File: src/design/rvps_ram.sv
// ----------------------------------------------------------------------------
// Generic single-write, single-read RAM
// One write port and one read port with registered, read-first data.
// ----------------------------------------------------------------------------
module rvps_ram #(
  parameter int WIDTH = 8,
  parameter int DEPTH = 256
) (
  input  logic                     clk,
  input  logic                     we,
  input  logic [$clog2(DEPTH)-1:0] waddr,
  input  logic [WIDTH-1:0]         wdata,
  input  logic                     re,
  input  logic [$clog2(DEPTH)-1:0] raddr,
  output logic [WIDTH-1:0]         rdata
);

  logic [WIDTH-1:0] mem [DEPTH];

  always_ff @(posedge clk) begin
    if (we) begin
      mem[waddr] <= wdata;
    end
  end

  always_ff @(posedge clk) begin
    if (re) begin
      rdata <= mem[raddr];
    end
  end

endmodule

File: config.mk
export PLATFORM = sky130hd
export DESIGN_NAME = rvps_ram
export DESIGN_NICKNAME = d
export VERILOG_FILES = /design/src/design/rvps_ram.sv
export SDC_FILE = /design/constraint.sdc
export NUM_CORES = 2
export LEC_CHECK = 0
export ABC_AREA = 1
export BUFFER_PORTS_ARGS = -buffer_cell sky130_fd_sc_hd__buf_2
export CAP_MARGIN = 20
export CORE_MARGIN = 3
export CORE_UTILIZATION = 30
export CTS_BUF_LIST = sky130_fd_sc_hd__clkbuf_2 sky130_fd_sc_hd__clkbuf_4 sky130_fd_sc_hd__clkbuf_8
export DETAILED_ROUTE_END_ITERATION = 8
export PLACE_DENSITY = 0.54
export SYNTH_ARGS = -nofsm -noshare
export SYNTH_HDL_FRONTEND = slang
export SYNTH_SLANG_ARGS = --single-unit
File: constraint.sdc
create_clock -name clk -period 4.3 [get_ports clk]
set_input_delay 0.215 -clock clk [delete_from_list [all_inputs] [get_ports clk]]
set_output_delay 0.215 -clock clk [all_outputs]
set_load 0.03 [all_outputs]
# ---- Yosys cells after proc, flatten, opt, wreduce, memory -nomap -nowiden
# Memory sizes are Yosys's and may differ from the RTL's. A register that Yosys moved wholly into a read port is not among the register bits.
# Cells that the tools add are included.
dict set report classes {
  addsub 0
  mul 0
  div 0
  order_cmp 0
  n_eq_ne 0
  shift 0
  mux 2
  bitwise_logic 0
  n_reduce_logical 0
}
# cell n
set ops {}
lappend ops {{1-bit two-way mux} 2}
dict set report word_totals {
  reg_bits 0
  latch_bits 0
  ramBits 2048
  romBits 0
  input_bits 27
  out_inout_bits 8
  elab_cells 3
  memories 1
}
# name words width rd rd_clocked_by_memory_dff write_ports line
set mem_list {}
lappend mem_list {mem 256 8 1 1 1 18} ;# logic [WIDTH-1:0] mem [DEPTH];

# ---- Longest topological paths before layout
dict set report logic_depth {
  ltp_word 2
  depth_mapped 15
  mapped_depth_nobuf 11
}

# ---- Least setup slack after synthesis
# No wires, ideal clock.
dict set report synth_timing {
  path_type {in2reg}
  start {input port we}
  end {memory mem[162][0], enable pin}
  setup_time_ps 370
  arrival_time_ps 1336
  t_required_ps 3930
  slack_ps 2594
  cell_stages 4
  path_buffers 2
  cell_sequence {clkbuf_1 -> nand3_1 -> clkbuf_1 -> nor2_1}
}
dict set report synth_via {
  elab_chain_cells 2
}
# item line
set synth_rtl {}
lappend synth_rtl {{start: declaration} 10} ;# input logic we,
lappend synth_rtl {{1-bit two-way mux} 21} ;# if (we) begin
lappend synth_rtl {{1-bit two-way mux (implied by the code)} 22} ;# mem[waddr] <= wdata;
lappend synth_rtl {{end: declaration} 18}
# Every way passes these cells.

# ---- Final worst setup path
dict set report layout_timing {
  start {input port waddr[2]}
  end {memory mem[17][0], enable pin}
}
# item line
set layout_rtl {}
lappend layout_rtl {{start: declaration} 11} ;# input logic [$clog2(DEPTH)-1:0] waddr,
# No word-level cell before the write port.

==> run_results.csv <==
group,metric,value,unit
die,die_width,533.5,um
clocking,numCtsBuffers,345,
placed_design,numPortBuffers,34,
clocking,h-tree-depth,5,
die,fp.dieArea,284600,sq um
yosys,ys_types,13,
placed_design,dpl_cell_area,87540,sq um
yosys,netlist_area,83480,sq um
drt,drt_iter0_drc,5800,
placed_design,place_congestion,0.8360,
clocking,clk_path_buf_depth,4,
die,coreArea,276700,sq um
critical_path,critPathCaptureType,"flop",
power_and_ir_drop,leakagePower,32.03,nW
drt,first_pass_iters,8,
critical_path,worstPathArrival,3.67,ns
global_routing,grt_pass1_vias,53560,
global_routing,grt_antenna_before_repair,5,
layout,multi_input_area,19160,sq um
sta,fmax,331.4,MHz
die,ioPinCount,35,
layout,seqCellArea,61740,sq um
drt,drc_errors,0,
yosys,synthTopCellsByCount,"2123 x nand2_1, 2056 x edfxtp_1, 2019 x nand3_1",
layout,fillers,27420,
clocking,cts_tree,"built",
power_and_ir_drop,internal-power,31.39,mW
sta,worst_pin_slew,1.185,ns
power_and_ir_drop,power_frac_clock,39.8,%
yosys,synth_cells,7003,
sta,finalSetupViolCount,0,
layout,area_delta_synth_final,12.66,%
yosys,synth_top_area_share,73.96,%
drt,vias,54800,
yosys,ys.flop_type,"edfxtp_1",
yosys,synthArstFlopShare,0,%
drt,antenna_violating_nets_post_route,0,
sta,rsz0062_at_grt,"no",
drt,routed_wl,245500,um
yosys,synth.most_common_cell,"nand2_1",
die,rows,193,
run_status,status,"completed",
placed_design,dp_hpwl,139400,um
job,cap_violations,0,
sta,holdWs,0.1641,ns
yosys,yosysTopAreaCell,"edfxtp_1",
power_and_ir_drop,power_density,436.9,nW/um^2
clocking,worstSkewPairLatency,1.09,ns
drt,wl_per_cell,22.33,um
layout,drive_gt1_share,9.318,%
critical_path,crit_fanout,13,
layout,finish.instance_area,94050,sq um
global_routing,grt_pass1_wl,361900,um
yosys,syn_area_per_cell,11.92,sq um
sta,post-route-min-period,3.017,ns
power_and_ir_drop,vdd_drop_max,0.0003247,V
sta,hold_viol_final,0,
yosys,synth-edff-count,2056,
sta,slew_viol_final,0,
power_and_ir_drop,total_power,41.09,mW
global_routing,grt_usage,16.79,%
global_routing,overflow,0,
critical_path,crit_required,4.96,ns
yosys,ys_ff_latch,2056,
sta,period_share,70.17,%
sta,setup_tns,0,ns
critical_path,critPathKind,"input pin to flop",
yosys,ys_warn_count,0,
worst_hold_path,worstHoldPathType,"input pin to flop",
die,chipHeight,533.5,um
clocking,clk_pin_slew,0.07,ns
power_and_ir_drop,swShare,23.60,%
power_and_ir_drop,power_frac_comb,6.4,%
die,initial_core_util,30.16,%
sta,slew_headroom,21.00,%
drt,via_per_inst,4.984,
layout,final_core_util,33.98,%
power_and_ir_drop,p_seq_share,53.8,%
layout,nNetsFinal,7079,
global_routing,grt_max_degree,169,
yosys,synth.area.top_cells,"edfxtp_1 74%, nand3_1 12%, nand2_1 9.5%",
power_and_ir_drop,p_sw,9.697,mW
sta,finalClockSkew,0.1158,ns
clocking,ctsResizeCount,0,
critical_path,cp-start-kind,"input pin",
clocking,cts-root-buf,"clkbuf_8",
yosys,syn_nets,7030,
clocking,clock_sinks,2056,
yosys,yosysSeqAreaShare,73.96,%
-- area by class of cell --
type / count / area share, %
Sequential cell: 2056 / 65.65
Antenna cell: 2 / 0.005322
Clock buffer: 460 / 6.020
Timing Repair Buffer: 185 / 2.181
Clock inverter: 122 / 0.6546
Multi-Input combinational cell: 4425 / 20.37
Tap cell: 3705 / 4.929
Inverter: 39 / 0.1916
-- worst paths after layout --
kind	start	end	cells after the start	slack, ns
worst max-delay path	waddr[2]	mem[17][0]	8	1.28
worst min-delay path	re	rdata[2]	2	0.16
worst max register to register	mem[137][1]	rdata[1]	11	1.89
worst min register to register	mem[252][7]	rdata[7]	10	1.02
-- cells in the final DEF (no fill, tap or decap), drive strengths merged --
cell | synthesis | layout
diode | 0 | 2
dlygate4sd3 | 0 | 22
clkinv | 0 | 113
inv | 39 | 42
clkbuf | 112 | 460
edfxtp | 2056 | 2056
nand2 | 2123 | 2123
clkinvlp | 0 | 3
nor2 | 283 | 283
buf | 371 | 163
nand3 | 2019 | 2019
bufinv | 0 | 3
-- layer usage --
layer	vias up	wire, um	global-route usage [%]
met4	0	9235	6.792
li1	24980	-	-
met2	2005	116800	27.12
met5	-	0	0
met1	27360	102800	22.39
met3	453	16580	2.954
-- power by group through the flow --
stage,Sequential (mW),Combinational [mW],Clock [mW]
after floorplan,22.6,1.36,0
after global placement,22.5,2.59,0
after detailed placement,22.5,2.60,0
after CTS,22.1,2.63,16.7
after global routing,22.1,2.83,17.6
final,22.1,2.62,16.3
-- repair_timing --
| item | in CTS | in global routing |
|---|---|---|
| setup buffers | 0 | 0 |
| hold buffers | 22 | 0 |
| hold endpoints to repair | 1165 | 0 |
-- metrics by stage --
step	std cells	setup WS, ns
2_1_floorplan	7003	2.594
3_3_place_gp	10390	1.041
3_5_place_dp	10390	1.007
4_1_cts	10990	1.516
5_1_grt	10990	1.284
6_report	10990	1.283
-- sequential cells by signal, indices dropped and copies added, names as in the netlist --
register,count
mem,2048
rdata,8
-- worst max-delay path, stage by stage --
cell	delay, ns
dlygate4sd3_1	0.57
buf_2	0.16
nor2_1	0.12
dlygate4sd3_1	0.57
inv_1	0.08
nor2_1	0.23
nand2_2	0.71
nor2_1	0.99
-- cell families (layout without fill, tap and decap cells) --
family / after synthesis / after routing / synth area share (%)
other cells: 0 / 2 / 0
flops: 2056 / 2056 / 73.96
buf+inv: 522 / 806 / 3.116
simple gates: 4425 / 4425 / 22.92
(Power assumes the default switching activity.)
