**config.mk**
```make
export PLATFORM = sky130hd
export DESIGN_NAME = rvps_scan
export DESIGN_NICKNAME = d
export VERILOG_FILES = /design/src/design/rvps_pkg.sv /design/src/design/rvps_scan.sv
export SDC_FILE = /design/constraint.sdc
export NUM_CORES = 1
export LEC_CHECK = 0
export BUFFER_PORTS_ARGS = -buffer_cell sky130_fd_sc_hd__buf_2
export CAP_MARGIN = 5
export CORE_ASPECT_RATIO = 1.4
export CORE_MARGIN = 8
export CORE_UTILIZATION = 53
export CTS_CLUSTER_DIAMETER = 150
export DETAILED_ROUTE_END_ITERATION = 7
export PLACE_DENSITY = 0.83
export SLEW_MARGIN = 20
export SYNTH_ARGS = -nofsm -noshare
export SYNTH_HDL_FRONTEND = slang
export SYNTH_SLANG_ARGS = --single-unit
export TNS_END_PERCENT = 10
```
**constraint.sdc**
```tcl
create_clock -name clk -period 3.6 [get_ports clk]
set_input_delay 0.18 -clock clk [delete_from_list [all_inputs] [get_ports clk]]
set_output_delay 0.18 -clock clk [all_outputs]
set_load 0.1 [all_outputs]
```
**src/design/rvps_pkg.sv**
```systemverilog
// ----------------------------------------------------------------------------
// Rotated frame-store scan-out: shared package
// Geometry constants, request codes, register indices, the configuration and
// pixel request structures, and the palette packing and reset functions.
// ----------------------------------------------------------------------------
package rvps_pkg;

  localparam int DISP_WIDTH  = 256;
  localparam int DISP_HEIGHT = 216;
  localparam int TOP_LINES   = 8;
  localparam int SCAN_ROWS   = TOP_LINES + DISP_HEIGHT;
  localparam int STORE_SIZE  = 256 * (TOP_LINES + 256);
  localparam int ROT_BASE    = 256 * TOP_LINES;
  localparam int STORE_AW    = 17;
  localparam int INDEX_W     = 9;
  localparam int LEN_W       = INDEX_W + 1;
  localparam int COORD_W     = 16;
  localparam int COLOR_W     = 16;
  localparam int PAL_DEPTH   = 256;
  localparam int CFG_IDX_W   = 3;
  localparam int FIFO_DEPTH  = 4;
  localparam int FIFO_PW     = 2;
  localparam int FIFO_CW     = 3;

  typedef enum logic [1:0] {
    REQ_STORE_WRITE   = 2'd0,
    REQ_PALETTE_WRITE = 2'd1,
    REQ_RESTART       = 2'd2,
    REQ_PIXEL         = 2'd3
  } req_t;

  localparam logic [CFG_IDX_W-1:0] REG_START_X       = 3'd0;
  localparam logic [CFG_IDX_W-1:0] REG_START_Y       = 3'd1;
  localparam logic [CFG_IDX_W-1:0] REG_ACROSS_STEP_X = 3'd2;
  localparam logic [CFG_IDX_W-1:0] REG_ACROSS_STEP_Y = 3'd3;
  localparam logic [CFG_IDX_W-1:0] REG_DOWN_STEP_X   = 3'd4;
  localparam logic [CFG_IDX_W-1:0] REG_DOWN_STEP_Y   = 3'd5;
  localparam logic [CFG_IDX_W-1:0] REG_HORIZ_MODE    = 3'd6;

  typedef struct packed {
    logic [COORD_W-1:0] start_x;
    logic [COORD_W-1:0] start_y;
    logic [COORD_W-1:0] across_step_x;
    logic [COORD_W-1:0] across_step_y;
    logic [COORD_W-1:0] down_step_x;
    logic [COORD_W-1:0] down_step_y;
    logic               horizontal_mode;
  } scan_cfg_t;

  typedef struct packed {
    logic [STORE_AW-1:0] addr;
    logic                sweep_end;
    logic                frame_end;
  } pixel_req_t;

  function automatic logic [COLOR_W-1:0] pack565(input logic [7:0] r, input logic [7:0] g,
                                                 input logic [7:0] b);
    return {r[7:3], g[7:2], b[7:3]};
  endfunction

  // Entries 0 to 7 are full primaries, 8 to 15 half primaries, the rest white.
  function automatic logic [COLOR_W-1:0] palette_reset_value(input logic [7:0] slot);
    logic [COLOR_W-1:0] value;
    value = '1;
    if (slot[7:4] == 4'd0) begin
      if (slot[3]) begin
        value = {slot[1] ? 5'h10 : 5'h00, slot[2] ? 6'h20 : 6'h00, slot[0] ? 5'h10 : 5'h00};
      end else begin
        value = {slot[1] ? 5'h1f : 5'h00, slot[2] ? 6'h3f : 6'h00, slot[0] ? 5'h1f : 5'h00};
      end
    end
    return value;
  endfunction

endpackage

```
**src/design/rvps_scan.sv**
```systemverilog
// ----------------------------------------------------------------------------
// Scan position generator
// Holds the sweep indices and the fixed-point line and point accumulators,
// and forms the frame store address and end flags of the current pixel.
// ----------------------------------------------------------------------------
module rvps_scan import rvps_pkg::*; (
  input  logic       clk,
  input  logic       rst,
  input  scan_cfg_t  cfg,
  input  logic       restart,
  input  logic       step,
  output pixel_req_t pix
);

  logic [INDEX_W-1:0] outer_index;
  logic [INDEX_W-1:0] inner_index;
  logic [COORD_W-1:0] line_x;
  logic [COORD_W-1:0] line_y;
  logic [COORD_W-1:0] point_x;
  logic [COORD_W-1:0] point_y;

  logic               horiz;
  logic [LEN_W-1:0]   inner_len;
  logic [LEN_W-1:0]   outer_len;
  logic [LEN_W-1:0]   inner_inc;
  logic [LEN_W-1:0]   outer_inc;
  logic [INDEX_W-1:0] row;
  logic [INDEX_W-1:0] col;
  logic [COORD_W-1:0] in_dx;
  logic [COORD_W-1:0] in_dy;
  logic [COORD_W-1:0] out_dx;
  logic [COORD_W-1:0] out_dy;
  logic               top;
  logic               first;
  logic [COORD_W-1:0] px;
  logic [COORD_W-1:0] py;
  logic               sweep_last;
  logic               frame_last;

  always_comb begin
    horiz     = cfg.horizontal_mode;
    inner_len = horiz ? LEN_W'(SCAN_ROWS) : LEN_W'(DISP_WIDTH);
    outer_len = horiz ? LEN_W'(DISP_WIDTH) : LEN_W'(SCAN_ROWS);
    row       = horiz ? inner_index : outer_index;
    col       = horiz ? outer_index : inner_index;
    in_dx     = horiz ? cfg.down_step_x : cfg.across_step_x;
    in_dy     = horiz ? cfg.down_step_y : cfg.across_step_y;
    out_dx    = horiz ? cfg.across_step_x : cfg.down_step_x;
    out_dy    = horiz ? cfg.across_step_y : cfg.down_step_y;
    top       = row < INDEX_W'(TOP_LINES);
    first     = horiz ? (inner_index == INDEX_W'(TOP_LINES)) : (inner_index == '0);
    px        = first ? line_x : point_x;
    py        = first ? line_y : point_y;
    inner_inc = {1'b0, inner_index} + LEN_W'(1);
    outer_inc = {1'b0, outer_index} + LEN_W'(1);
    sweep_last = inner_inc >= inner_len;
    frame_last = sweep_last && (outer_inc >= outer_len);

    if (top) begin
      pix.addr = {row, col[7:0]};
    end else begin
      pix.addr = STORE_AW'(ROT_BASE) + {1'b0, py[15:8], px[15:8]};
    end
    pix.sweep_end = sweep_last;
    pix.frame_end = frame_last;
  end

  always_ff @(posedge clk) begin
    if (rst) begin
      outer_index <= '0;
      inner_index <= '0;
      line_x      <= '0;
      line_y      <= '0;
      point_x     <= '0;
      point_y     <= '0;
    end else if (restart) begin
      line_x      <= cfg.start_x;
      line_y      <= cfg.start_y;
      outer_index <= '0;
      inner_index <= '0;
    end else if (step) begin
      if (!top) begin
        point_x <= px + in_dx;
        point_y <= py + in_dy;
      end
      if (frame_last) begin
        line_x      <= cfg.start_x;
        line_y      <= cfg.start_y;
        outer_index <= '0;
        inner_index <= '0;
      end else if (sweep_last) begin
        if (horiz || !top) begin
          line_x <= line_x + out_dx;
          line_y <= line_y + out_dy;
        end
        inner_index <= '0;
        outer_index <= outer_inc[INDEX_W-1:0];
      end else begin
        inner_index <= inner_inc[INDEX_W-1:0];
      end
    end
  end

endmodule

```
; ---- Word-level counts from Yosys, hierarchy flattened
; Cells that the tools add are included.
[word_totals]
register_bits = 82
inputBits = 101
out_inout_bits = 19
wordCells = 57
[classes]
addsub = 7
n_lt_le_gt_ge = 3
n_eq_ne = 1
muxes = 26
n_bitwise = 2
n_reduce_logical = 12
[op_table]
columns = operator, count
row1 = two-way mux 16 bit, 16
row2 = adder 16 bit, 4
row3 = two-way mux 9 bit, 7
row4 = "adder 9 x 1 -> 10 bit, second input constant", 2
row5 = greater-or-equal comparator 10 x 9 -> 1 bit, 2
row6 = "adder 12 x 16 -> 17 bit, first input constant", 1
row7 = two-way mux 17 bit, 1
row8 = "equality test 9 x 4 -> 1 bit, second input constant", 1
row9 = logical NOT 9 bit, 1
row10 = "less-than comparator 9 x 4 -> 1 bit, second input constant", 1
row11 = two-way mux 8 bit, 1
row12 = AND reduction 3 bit, 2
row13 = nonzero test 3 bit, 2
row14 = nonzero test 2 bit, 2
row15 = inverter 1 bit, 2
row16 = AND reduction 2 bit, 1
row17 = OR reduction 2 bit, 1
row18 = logical AND 1 bit, 1
row19 = logical NOT 1 bit, 1
row20 = logical OR 1 bit, 1
row21 = two-way mux 1 bit, 1

; ---- Depth between registers and ports, before layout
; Gate-level depths: netlist of run 1.
[logic_depth]
word_depth = 9
mapped_depth = 18
ltp_nobuf = 16

; ---- Worst setup path before layout of run 1
; OpenSTA, ideal clock, no wires.
[synth_timing]
path_type = register -> output
start = register inner_index[4]
end = output pix[18] (netlist name)
arrival_time_ns = 4.453
required_ns = 3.420
setup_slack_ns = -1.033
stages_incl_launch_ff = 8
n_path_buf = 1
path_cell_list = dfxtp_1 > buf_2 > nor3_1 > nand2_1 > a211oi_2 > mux2_2 > and3_1 > nor4bb_1
[synth_lines]
columns = element, line_no
row1 = "start, declared", rvps_scan.sv:16  ; logic [INDEX_W-1:0] inner_index;
row2 = "start signal, assigned", rvps_scan.sv:99  ; inner_index <= inner_inc[INDEX_W-1:0];
row3 = "end, declared", rvps_scan.sv:12  ; output pixel_req_t pix

; ---- Final worst setup path of run 1
[layout_timing]
start = register inner_index[1]
end = register line_y[4]
[layout_via]
elab_chain_cells = 6
elab_cells_between_ends = 13
cone_classes = add/sub (1) / order compare (2) / mux (4) / reduce/logical (6)
[layout_rtl]
columns = element, line_no
row1 = adder 9 x 1 -> 10 bit / two-way mux 9 bit (equally long branches), "rvps_scan.sv:54, rvps_scan.sv:44"
row2 = greater-or-equal comparator 10 x 9 -> 1 bit / less-than comparator 9 x 4 -> 1 bit (equally long branches), "rvps_scan.sv:56, rvps_scan.sv:50"
row3 = logical AND 1 bit / logical NOT 1 bit (equally long branches), "rvps_scan.sv:57, rvps_scan.sv:92"
row4 = two-way mux 16 bit / logical OR 1 bit (equally long branches), "rvps_scan.sv:86, rvps_scan.sv:92"
row5 = two-way mux 16 bit / nonzero test 3 bit (equally long branches), n/a
row6 = two-way mux 16 bit / AND reduction 3 bit (equally long branches), n/a
row7 = "end signal, assigned", rvps_scan.sv:78  ; line_y <= cfg.start_y;
row8 = "end signal, assigned", rvps_scan.sv:88  ; line_y <= cfg.start_y;
row9 = "end signal, assigned", rvps_scan.sv:94  ; line_y <= line_y + out_dy;
row10 = "end, declared", rvps_scan.sv:18  ; logic [COORD_W-1:0] line_y;
; Several ways; a longest one is shown, not always the timed one. The select of a mux whose other input is x is not followed.
; A chain may end at the register's enable or synchronous reset.

==> results of run 1 <==
## through the flow
stage | worst slack, ps | area [sq um] | cells
2_1_floorplan | -223 | 8160 | 1006
3_5_place_dp | 23.1 | 9170 | 1301
4_1_cts | 26.4 | 9490 | 1317
6_report | 97.4 | 9650 | 1326
5_1_grt | -46.9 | 9650 | 1326
3_3_place_gp | 131 | 9170 | 1301
## state kept, by name, indices dropped and copies added, names as in the netlist
| name | count |
|---|---|
| inner_index | 9 |
| line_x | 16 |
| line_y | 16 |
| outer_index | 9 |
| point_x | 16 |
| point_y | 16 |
## synthesized netlist by cell type, types with 13 or more instances
cell type and n:
mux2_2 85, a21o_1 16, and3_1 16, a21oi_1 78
nor2b_1 14, o21ai_0 49, clkbuf_1 25, dfxtp_1 82
nor3_1 21, nor2_1 85, xnor2_1 37, a211oi_1 17
nand2_1 121, ha_1 76, nand3b_1 13, nand3_1 28
inv_1 27, mux2i_1 22, a311oi_2 24, buf_2 17
## what timing repair did
action,4_1_cts,5_1_grt
resized for setup,0,27
buffers inserted,0,9
setup endpoints to repair,0,47
## routing by layer
| layer | up-vias | global-route usage, % |
|---|---|---|
| li1 | 3924 | - |
| met1 | 3890 | 26.3 |
| met2 | 304 | 42.3 |
| met3 | 82 | 3.89 |
| met4 | 0 | 11.7 |
| met5 | - | 0 |
## power breakdown
group	internal, uW	switching (uW)	leakage [uW]
logic	551	693	0.00344
clock network	611	395	0.000157
registers	959	46.5	0.000671
## worst max path at each step
| stage | from | to | slack, ps | cells past startpoint |
|---|---|---|---|---|
| final | inner_index[1] | line_y[4] | 100 | 14 |
| after global routing | inner_index[0] | point_x[15] | -50 | 16 |
| after CTS | inner_index[8] | point_x[14] | 30 | 14 |
| after detailed placement | inner_index[8] | point_x[14] | 20 | 14 |
| after global placement | inner_index[8] | point_x[14] | 130 | 14 |
| after floorplan | outer_index[5] | pix[10] | -220 | 5 |
## area by class of cell
type | count | area share [%]
clock buffer | 10 | 2.37
clock inverter | 6 | 0.947
inverter | 28 | 1.09
multi-input combinational | 841 | 64.4
sequential | 82 | 17.0
tap | 192 | 2.49
timing repair buffer | 167 | 11.6
## kinds of logic after synthesis
logic type | Yosys count | share of synthesized area [%]
simple gates | 351 | 20.6
compound gates | 256 | 22.4
mux | 107 | 14.4
buf+inv | 83 | 4.73
flops | 82 | 20.1
fa+ha+maj | 80 | 12.6
xor+xnor | 47 | 5.05
## worst max-delay path, stage by stage, from the launching register on
cell	delay [ps]
dfxtp_1	400
ha_1	190
and3_1	200
and3_2	240
nand3_1	130
xnor2_2	170
ha_1	300
nor2b_1	140
a311o_1	380
nor2_4	120
inv_2	100
a21o_1	200
buf_12	180
or3_1	420
a311oi_2	260
==> results_dict.tcl, run 1 <==
set metrics [dict create \
    htreeDepth 3 \
    cts.clk_slew.worst_paths_ps 70 \
    die_area_sq_um 19700 \
    worst_pin_slew_ps 785 \
    synthCells 1006 \
    fillCellCount 1219 \
    cap_violations 0 \
    min_delay_path_depth 3 \
    syn_nets 1187 \
    cp.arrival_ps 3770 \
    die_width_um 121 \
    placement.io_buffers 119 \
    drc 0 \
    required_ps 3870 \
    reg2reg_slack_ps 100 \
    finalClockSkew_ps 7.56 \
    seqCellArea_sq_um 1640 \
    vias 8200 \
    fin_crit_sh_pct 97.3 \
    layout_min_cycle_time_ps 3500 \
    avgSynthCellArea_sq_um 8.10 \
    r2r-end "line_y[4]" \
    hp-class "input pin to flop" \
    crit_fanout 36 \
    clock_latency_ps 350 \
    synth_cell_types 71 \
    die_height_um 163 \
    antenna_found_initial 0 \
    grt_start_max_net_pins 52 \
    cellPowerDensity_nw_per_um2 338 \
    relSlewSlack_pct 47.7 \
    antenna_left 0 \
    synth_top_area_share_pct 20.1 \
    drive_above_1_share_pct 28.4 \
    postLayoutCoreUtil_pct 64.1 \
    gr-total-overflow 0 \
    core_sq_um 15100 \
    reg2reg_depth 14 \
    wl_met1_mm 9.57 \
    fin_setup_tns_ps 0 \
    ios 120 \
    end_kind "flop" \
    routed_wl_mm 24.2 \
    layout_commonest_cell "nand2_1" \
    multiInputGateArea_sq_um 6220 \
    totalPowerFinal_uw 3260 \
    wl_met3_mm 1.39 \
    syn_area_sq_um 8150 \
    grt_usage_pct 23.6 \
    final_nets 1310 \
    hold_buffers 0 \
    p_leak_uw 0.00427 \
    first_pass_iters 5 \
    ys_seq_elements 82 \
    clockBufferDepth 2 \
    cts-root-buf "clkbuf_16" \
    ys_top_cells_by_area "dfxtp_1 20%, mux2_2 12%, ha_1 12%" \
    holdCritStartpoint "cfg[65]" \
    drtIter0Drc 641 \
    start_util_pct 54.2 \
    status "complete, no violations" \
    clock.fmax_mhz 286 \
    synth_edf_count 0 \
    setup_viol 0 \
    path_class "flop to flop" \
    rows 53 \
    ys.flop_type "dfxtp_1" \
    first_global_vias 8050 \
    dr_wl_met2_mm 12.3 \
    antenna_cells 0 \
    clock_sinks 82 \
    vdd_drop_max_mv 0.242 \
    wire_per_inst_um 18.2 \
    finalMaxSlewViolations 0 \
    async_flop_share_pct 0 \
    place_hpwl_mm 18.1 \
    ys.warnings.count 0 \
    top_layer "met4" \
    gp_congestion 0.923 \
    synth_top_cell_by_area "dfxtp_1" \
    yosysSeqAreaShare_pct 20.1 \
    via_per_inst 6.18 \
    cp-start-kind "flop" \
    areaGrowthSynthToFinish_pct 18.3 \
    hold_viol_final 0 \
    worstReg2RegStart "inner_index[1]" \
    mostFrequentLayoutCells "121 x nand2_1, 112 x buf_2, 85 x nor2_1, 85 x mux2_2, 81 x dfxtp_1" \
    grt_pass1_wl_mm 38.2 \
    cts_buffers 9 \
    hold_slack_ps 108 \
    cts_tree "built" \
    hold_end "line_y[0]" \
]
(Power assumes the default switching activity.)
==> run 2: changes to the inputs <==
Settings changed: CORE_ASPECT_RATIO 1.4 to not set.
==> run 2 against run 1 <==
  * First-iteration DRC count is 7.0% higher
  * Non-clock buffer count shrank 8
  * Global-route usage about the same
  * Fmax is 0.28% lower
  * Largest cell class unchanged
  * Largest power group unchanged
==> results_dict.tcl, run 2 (synthesized netlist as in run 1, its figures left out) <==
set metrics [dict create \
    die_width_um 140 \
    met1_usage_pct 27.8 \
    drive_above_1_share_pct 28.3 \
    setup_viol 0 \
    hp-class "input pin to flop" \
    cap_violations 0 \
    first_global_vias 7798 \
    p_int_uw 2040 \
    fillCellCount 1271 \
    start_util_pct 54.0 \
    sequentialPowerShare_pct 31.9 \
    fin_crit_sh_pct 97.6 \
    cp-start-kind "flop" \
    wire_per_inst_um 18.4 \
    layout_commonest_cell "nand2_1" \
    hold_slack_ps 104 \
    clock_sinks 82 \
    relSlewSlack_pct 48.2 \
    vias 8072 \
    mostFrequentLayoutCells "120 x nand2_1, 112 x buf_2, 85 x mux2_2, 84 x nor2_1, 80 x dfxtp_1" \
    routed_wl_mm 24.2 \
    finalClockSkew_ps 7.83 \
    gp_congestion 0.926 \
    path_class "flop to flop" \
    htreeDepth 3 \
    clock.fmax_mhz 285 \
    grt_usage_pct 23.7 \
    layout_min_cycle_time_ps 3510 \
    place_hpwl_mm 18.3 \
    cts_buffers 9 \
    gr-total-overflow 0 \
    cts.clk_slew.worst_paths_ps 60 \
    grt_start_max_net_pins 54 \
    grt_pass1_wl_mm 38.3 \
    met2_usage_pct 41.5 \
    p_leak_uw 0.00423 \
    pwr-share-comb_pct 39.1 \
    required_ps 3890 \
    antenna_left 0 \
    reg2reg_slack_ps 90 \
    pwr-share-clk_pct 29.0 \
    areaGrowthSynthToFinish_pct 18.0 \
    die_area_sq_um 19600 \
    end_kind "flop" \
    use_met3_pct 4.89 \
    status "complete, no violations" \
    grt.busiest_layer "met2" \
    fin_setup_tns_ps 0 \
    rows 45 \
    p_sw_share_pct 35.4 \
    drc 0 \
    cp.arrival_ps 3800 \
    via_per_inst 6.14 \
    first_pass_iters 5 \
    cellPowerDensity_nw_per_um2 329 \
    drtIter0Drc 686 \
    antenna_found_initial 0 \
    clock_latency_ps 350 \
    placement.io_buffers 119 \
    ios 120 \
    cts_tree "built" \
    worst_pin_slew_ps 777 \
    vdd_drop_max_mv 0.287 \
    antenna_cells 0 \
    crit_fanout 4 \
    hold_buffers 0 \
    final_nets 1302 \
    cts-root-buf "clkbuf_16" \
    core_sq_um 15100 \
    die_height_um 140 \
    hold_viol_final 0 \
    p_switching_uw 1120 \
    finalMaxSlewViolations 0 \
    clockBufferDepth 2 \
]
[run 2: changes by cell type in the layout (fill, tap and decap cells not counted), moves of 3 or more]
cell      before  now
clkbuf_1       1    4
buf_12        10   14
clkinv_4       3    0
buf_4         40   30
[run 2: worst max-delay path: stages (launching register included)]
cell       delay (ps)
dfxtp_1           370
nor3_2            170
nand2_2           120
a211oi_4          380
buf_6             180
mux2_2            140
ha_1              160
inv_1              50
fa_1              390
nor2b_2           160
o2111ai_1         170
a31oi_2           290
o2111ai_2         150
nand3_1           110
a31oi_1           100
or4_1             420
nand3_1            80
[run 2: final cells by class]
| type | instances | area (sq um) | area share (%) |
|---|---|---|---|
| inverters | 28 | 105 | 1.09 |
| flip-flops and latches | 82 | 1640 | 17.1 |
| clock inverters | 3 | 40.0 | 0.416 |
| well taps | 188 | 235 | 2.45 |
| multi-input cells | 841 | 6240 | 64.9 |
| repair buffers | 159 | 1110 | 11.6 |
| clock buffers | 13 | 240 | 2.50 |
[run 2: repair_timing]
action                     4_1_cts  5_1_grt
setup endpoints to repair        4       33
gates cloned                     0        1
pin swaps                        1       10
resized for setup                0       29
buffers inserted                 2        2
[run 2: metrics by stage]
step	area (sq um)	total power [uW]	util, %	setup slack [ps]	cells
5_1_grt	9620	3330	63.8	-60.9	1314
6_report	9620	3170	63.8	87.6	1314
2_1_floorplan	8160	1910	-	-223	1006
4_1_cts	9470	3140	62.8	30.2	1312
3_3_place_gp	9180	2190	60.8	118	1294
3_5_place_dp	9180	2220	60.8	0.976	1294
[run 2: final timing paths]
check,start,cells past startpoint,end
setup / recovery,inner_index[8],16,point_y[14]
hold / removal,cfg[65],3,line_y[0]
setup reg to reg,inner_index[8],16,point_y[14]
hold reg to reg,point_x[7],2,point_x[7]
[run 2: power groups by stage]
| stage | combinational (uW) | sequential (uW) | clock [uW] |
|---|---|---|---|
| global placement | 1160 | 1030 | 0 |
| detailed placement | 1190 | 1030 | 0 |
| CTS | 1200 | 1010 | 925 |
| global route | 1350 | 1010 | 962 |
| floorplan | 903 | 1010 | 0 |
| finish | 1240 | 1010 | 919 |
[run 2: per-layer routing]
layer	vias to the layer above	routed length, um
met5	-	0
met4	0	653
met3	49	1740
met2	330	11900
met1	3791	9920
li1	3902	-
==> run 3: changes to the inputs <==
Settings changed: CELL_PAD_IN_SITES_DETAIL_PLACEMENT set to 1, CELL_PAD_IN_SITES_GLOBAL_PLACEMENT set to 1, CORE_UTILIZATION 53 to 40, PLACE_DENSITY 0.83 to 0.84.
==> run 3 against run 2 <==
  * Register-to-register slack got worse by 40 ps
  * First-iteration DRC count shrank 49%
  * Sequential power is essentially flat
  * Largest power group unchanged
  * Clock skew hardly changed
  * Final cell count rose by 6.4%
  * Critical path depth did not move
  * Sequential share of layout area is 0.25 points lower
  * Via count grew 0.41%
  * Global-route usage is 2.1 points lower
  * Critical endpoint unchanged
==> results_dict.tcl, run 3 (synthesized netlist as in run 1, its figures left out) <==
set metrics [dict create \
    core_sq_um 20100 \
    rows 52 \
    p_leak_uw 0.00428 \
    clock_latency_ps 360 \
    gr-total-overflow 0 \
    crit_start "inner_index[3]" \
    vias 8105 \
    cellPowerDensity_nw_per_um2 349 \
    crit_fanout 7 \
    grt_start_max_net_pins 41 \
    drtIter0Drc 350 \
    status "complete, no violations" \
    die_width_um 159 \
    cp_slowest_stage_delay_ps 420 \
    areaGrowthSynthToFinish_pct 19.6 \
    grt_pass1_wl_mm 44.9 \
    rsz0062_at_grt "yes" \
    path_delay_family "simple AND/OR/NAND/NOR gates" \
    totalPowerFinal_uw 3400 \
    worst_pin_slew_ps 785 \
    ios 120 \
    place_hpwl_mm 21.9 \
    routed_wl_mm 28.3 \
    cts-root-buf "clkbuf_16" \
    cp-start-kind "flop" \
    grt_usage_pct 21.6 \
    layout_commonest_cell "nand2_1" \
    layout_min_cycle_time_ps 3550 \
    cap_violations 0 \
    holdCritStartpoint "cfg[91]" \
    clock.fmax_mhz 282 \
    gp_congestion 0.911 \
    hp-class "input pin to flop" \
    htreeDepth 3 \
    antenna_found_initial 0 \
    placement.io_buffers 119 \
    relSlewSlack_pct 47.7 \
    wire_per_inst_um 20.2 \
    cts_tree "built" \
    critical_path.slowest_cell "or4_1" \
    mostFrequentLayoutCells "120 x nand2_1, 114 x buf_2, 85 x nor2_1, 85 x mux2_2, 82 x dfxtp_1" \
    first_global_vias 8539 \
    path_class "flop to flop" \
    first_pass_iters 5 \
    clock_sinks 82 \
    antenna_cells 0 \
    vdd_drop_max_mv 0.215 \
    die_height_um 159 \
    clockBufferDepth 2 \
    drc 0 \
    final_nets 1304 \
    finalMaxSlewViolations 0 \
    die_area_sq_um 25200 \
    required_ps 3900 \
    fin_crit_sh_pct 98.7 \
    setup_viol 0 \
    antenna_left 0 \
    fin_setup_tns_ps 0 \
    hold_viol_final 0 \
    worstReg2RegStart "inner_index[3]" \
    cp.arrival_ps 3850 \
    finalClockSkew_ps 8.25 \
    cts_buffers 9 \
    via_per_inst 5.80 \
    path_buf_inv 2 \
    start_util_pct 40.5 \
    cts.clk_slew.worst_paths_ps 70 \
    hold_buffers 0 \
    drive_above_1_share_pct 28.3 \
    path_cells "nand2b_1, nand3b_1, a211oi_4, buf_6, mux2_2, ha_1, inv_1, fa_1, nor2b_2, o2111ai_2, a31oi_2, o2111ai_2, nand3_1, a31oi_1, or4_1, nand3_1" \
    end_kind "flop" \
]
[run 3: layer usage]
| layer | share of wire (%) | track usage, % |
|---|---|---|
| met1 | 43 | 25.4 |
| met2 | 50 | 38.3 |
| met3 | 3.5 | 2.66 |
| met4 | 3.7 | 10.2 |
| met5 | 0 | 0 |
[run 3: path summary, 6_finish.rpt]
path	end	slack, ps	cells after the start
worst min-delay path	line_x[10]	100	3
worst max register to register	point_y[14]	50	16
worst min register to register	point_y[6]	460	2
worst max-delay path	point_y[14]	50	16
[run 3: area by class of cell]
cell class / instances / area [sq um]
inverters: 28 / 105
fillers: 2461 / 10400
multi-input cells: 841 / 6250
clock inverters: 4 / 97.6
clock buffers: 12 / 256
flip-flops and latches: 82 / 1640
repair buffers: 161 / 1060
well taps: 270 / 338
[run 3: worst reg2reg max path, delay by kind of cell, from the launching register on]
| family | cells | cell delay [ps] |
|---|---|---|
| simple gates | 6 | 1210 |
| compound gates | 5 | 950 |
| fa+ha+maj | 2 | 580 |
| flops | 1 | 350 |
| buf+inv | 2 | 250 |
| mux | 1 | 160 |
[run 3: timing repair]
| action | in CTS | in global routing |
|---|---|---|
| endpoints found under the setup margin | 6 | 32 |
| hold endpoints to repair | 0 | 0 |
| resized for setup | 3 | 25 |
| pin swaps | 2 | 9 |
| buffers inserted | 1 | 4 |
[run 3: report_power, final]
part           internal [uW]  switching, uW
Sequential               959           55.7
Combinational            540            724
Clock                    717            408
[run 3: metrics by stage]
stage	cell area [sq um]	instances	hold WS [ps]	setup WS (ps)	utilization [%]
2_1_floorplan	8160	1006	342	-223	-
3_3_place_gp	9240	1376	437	165	46.0
3_5_place_dp	9260	1377	449	-58.8	46.1
4_1_cts	9630	1394	95.1	-34.3	47.9
5_1_grt	9750	1398	108	-86.3	48.5
6_report	9750	1398	101	47.9	48.5
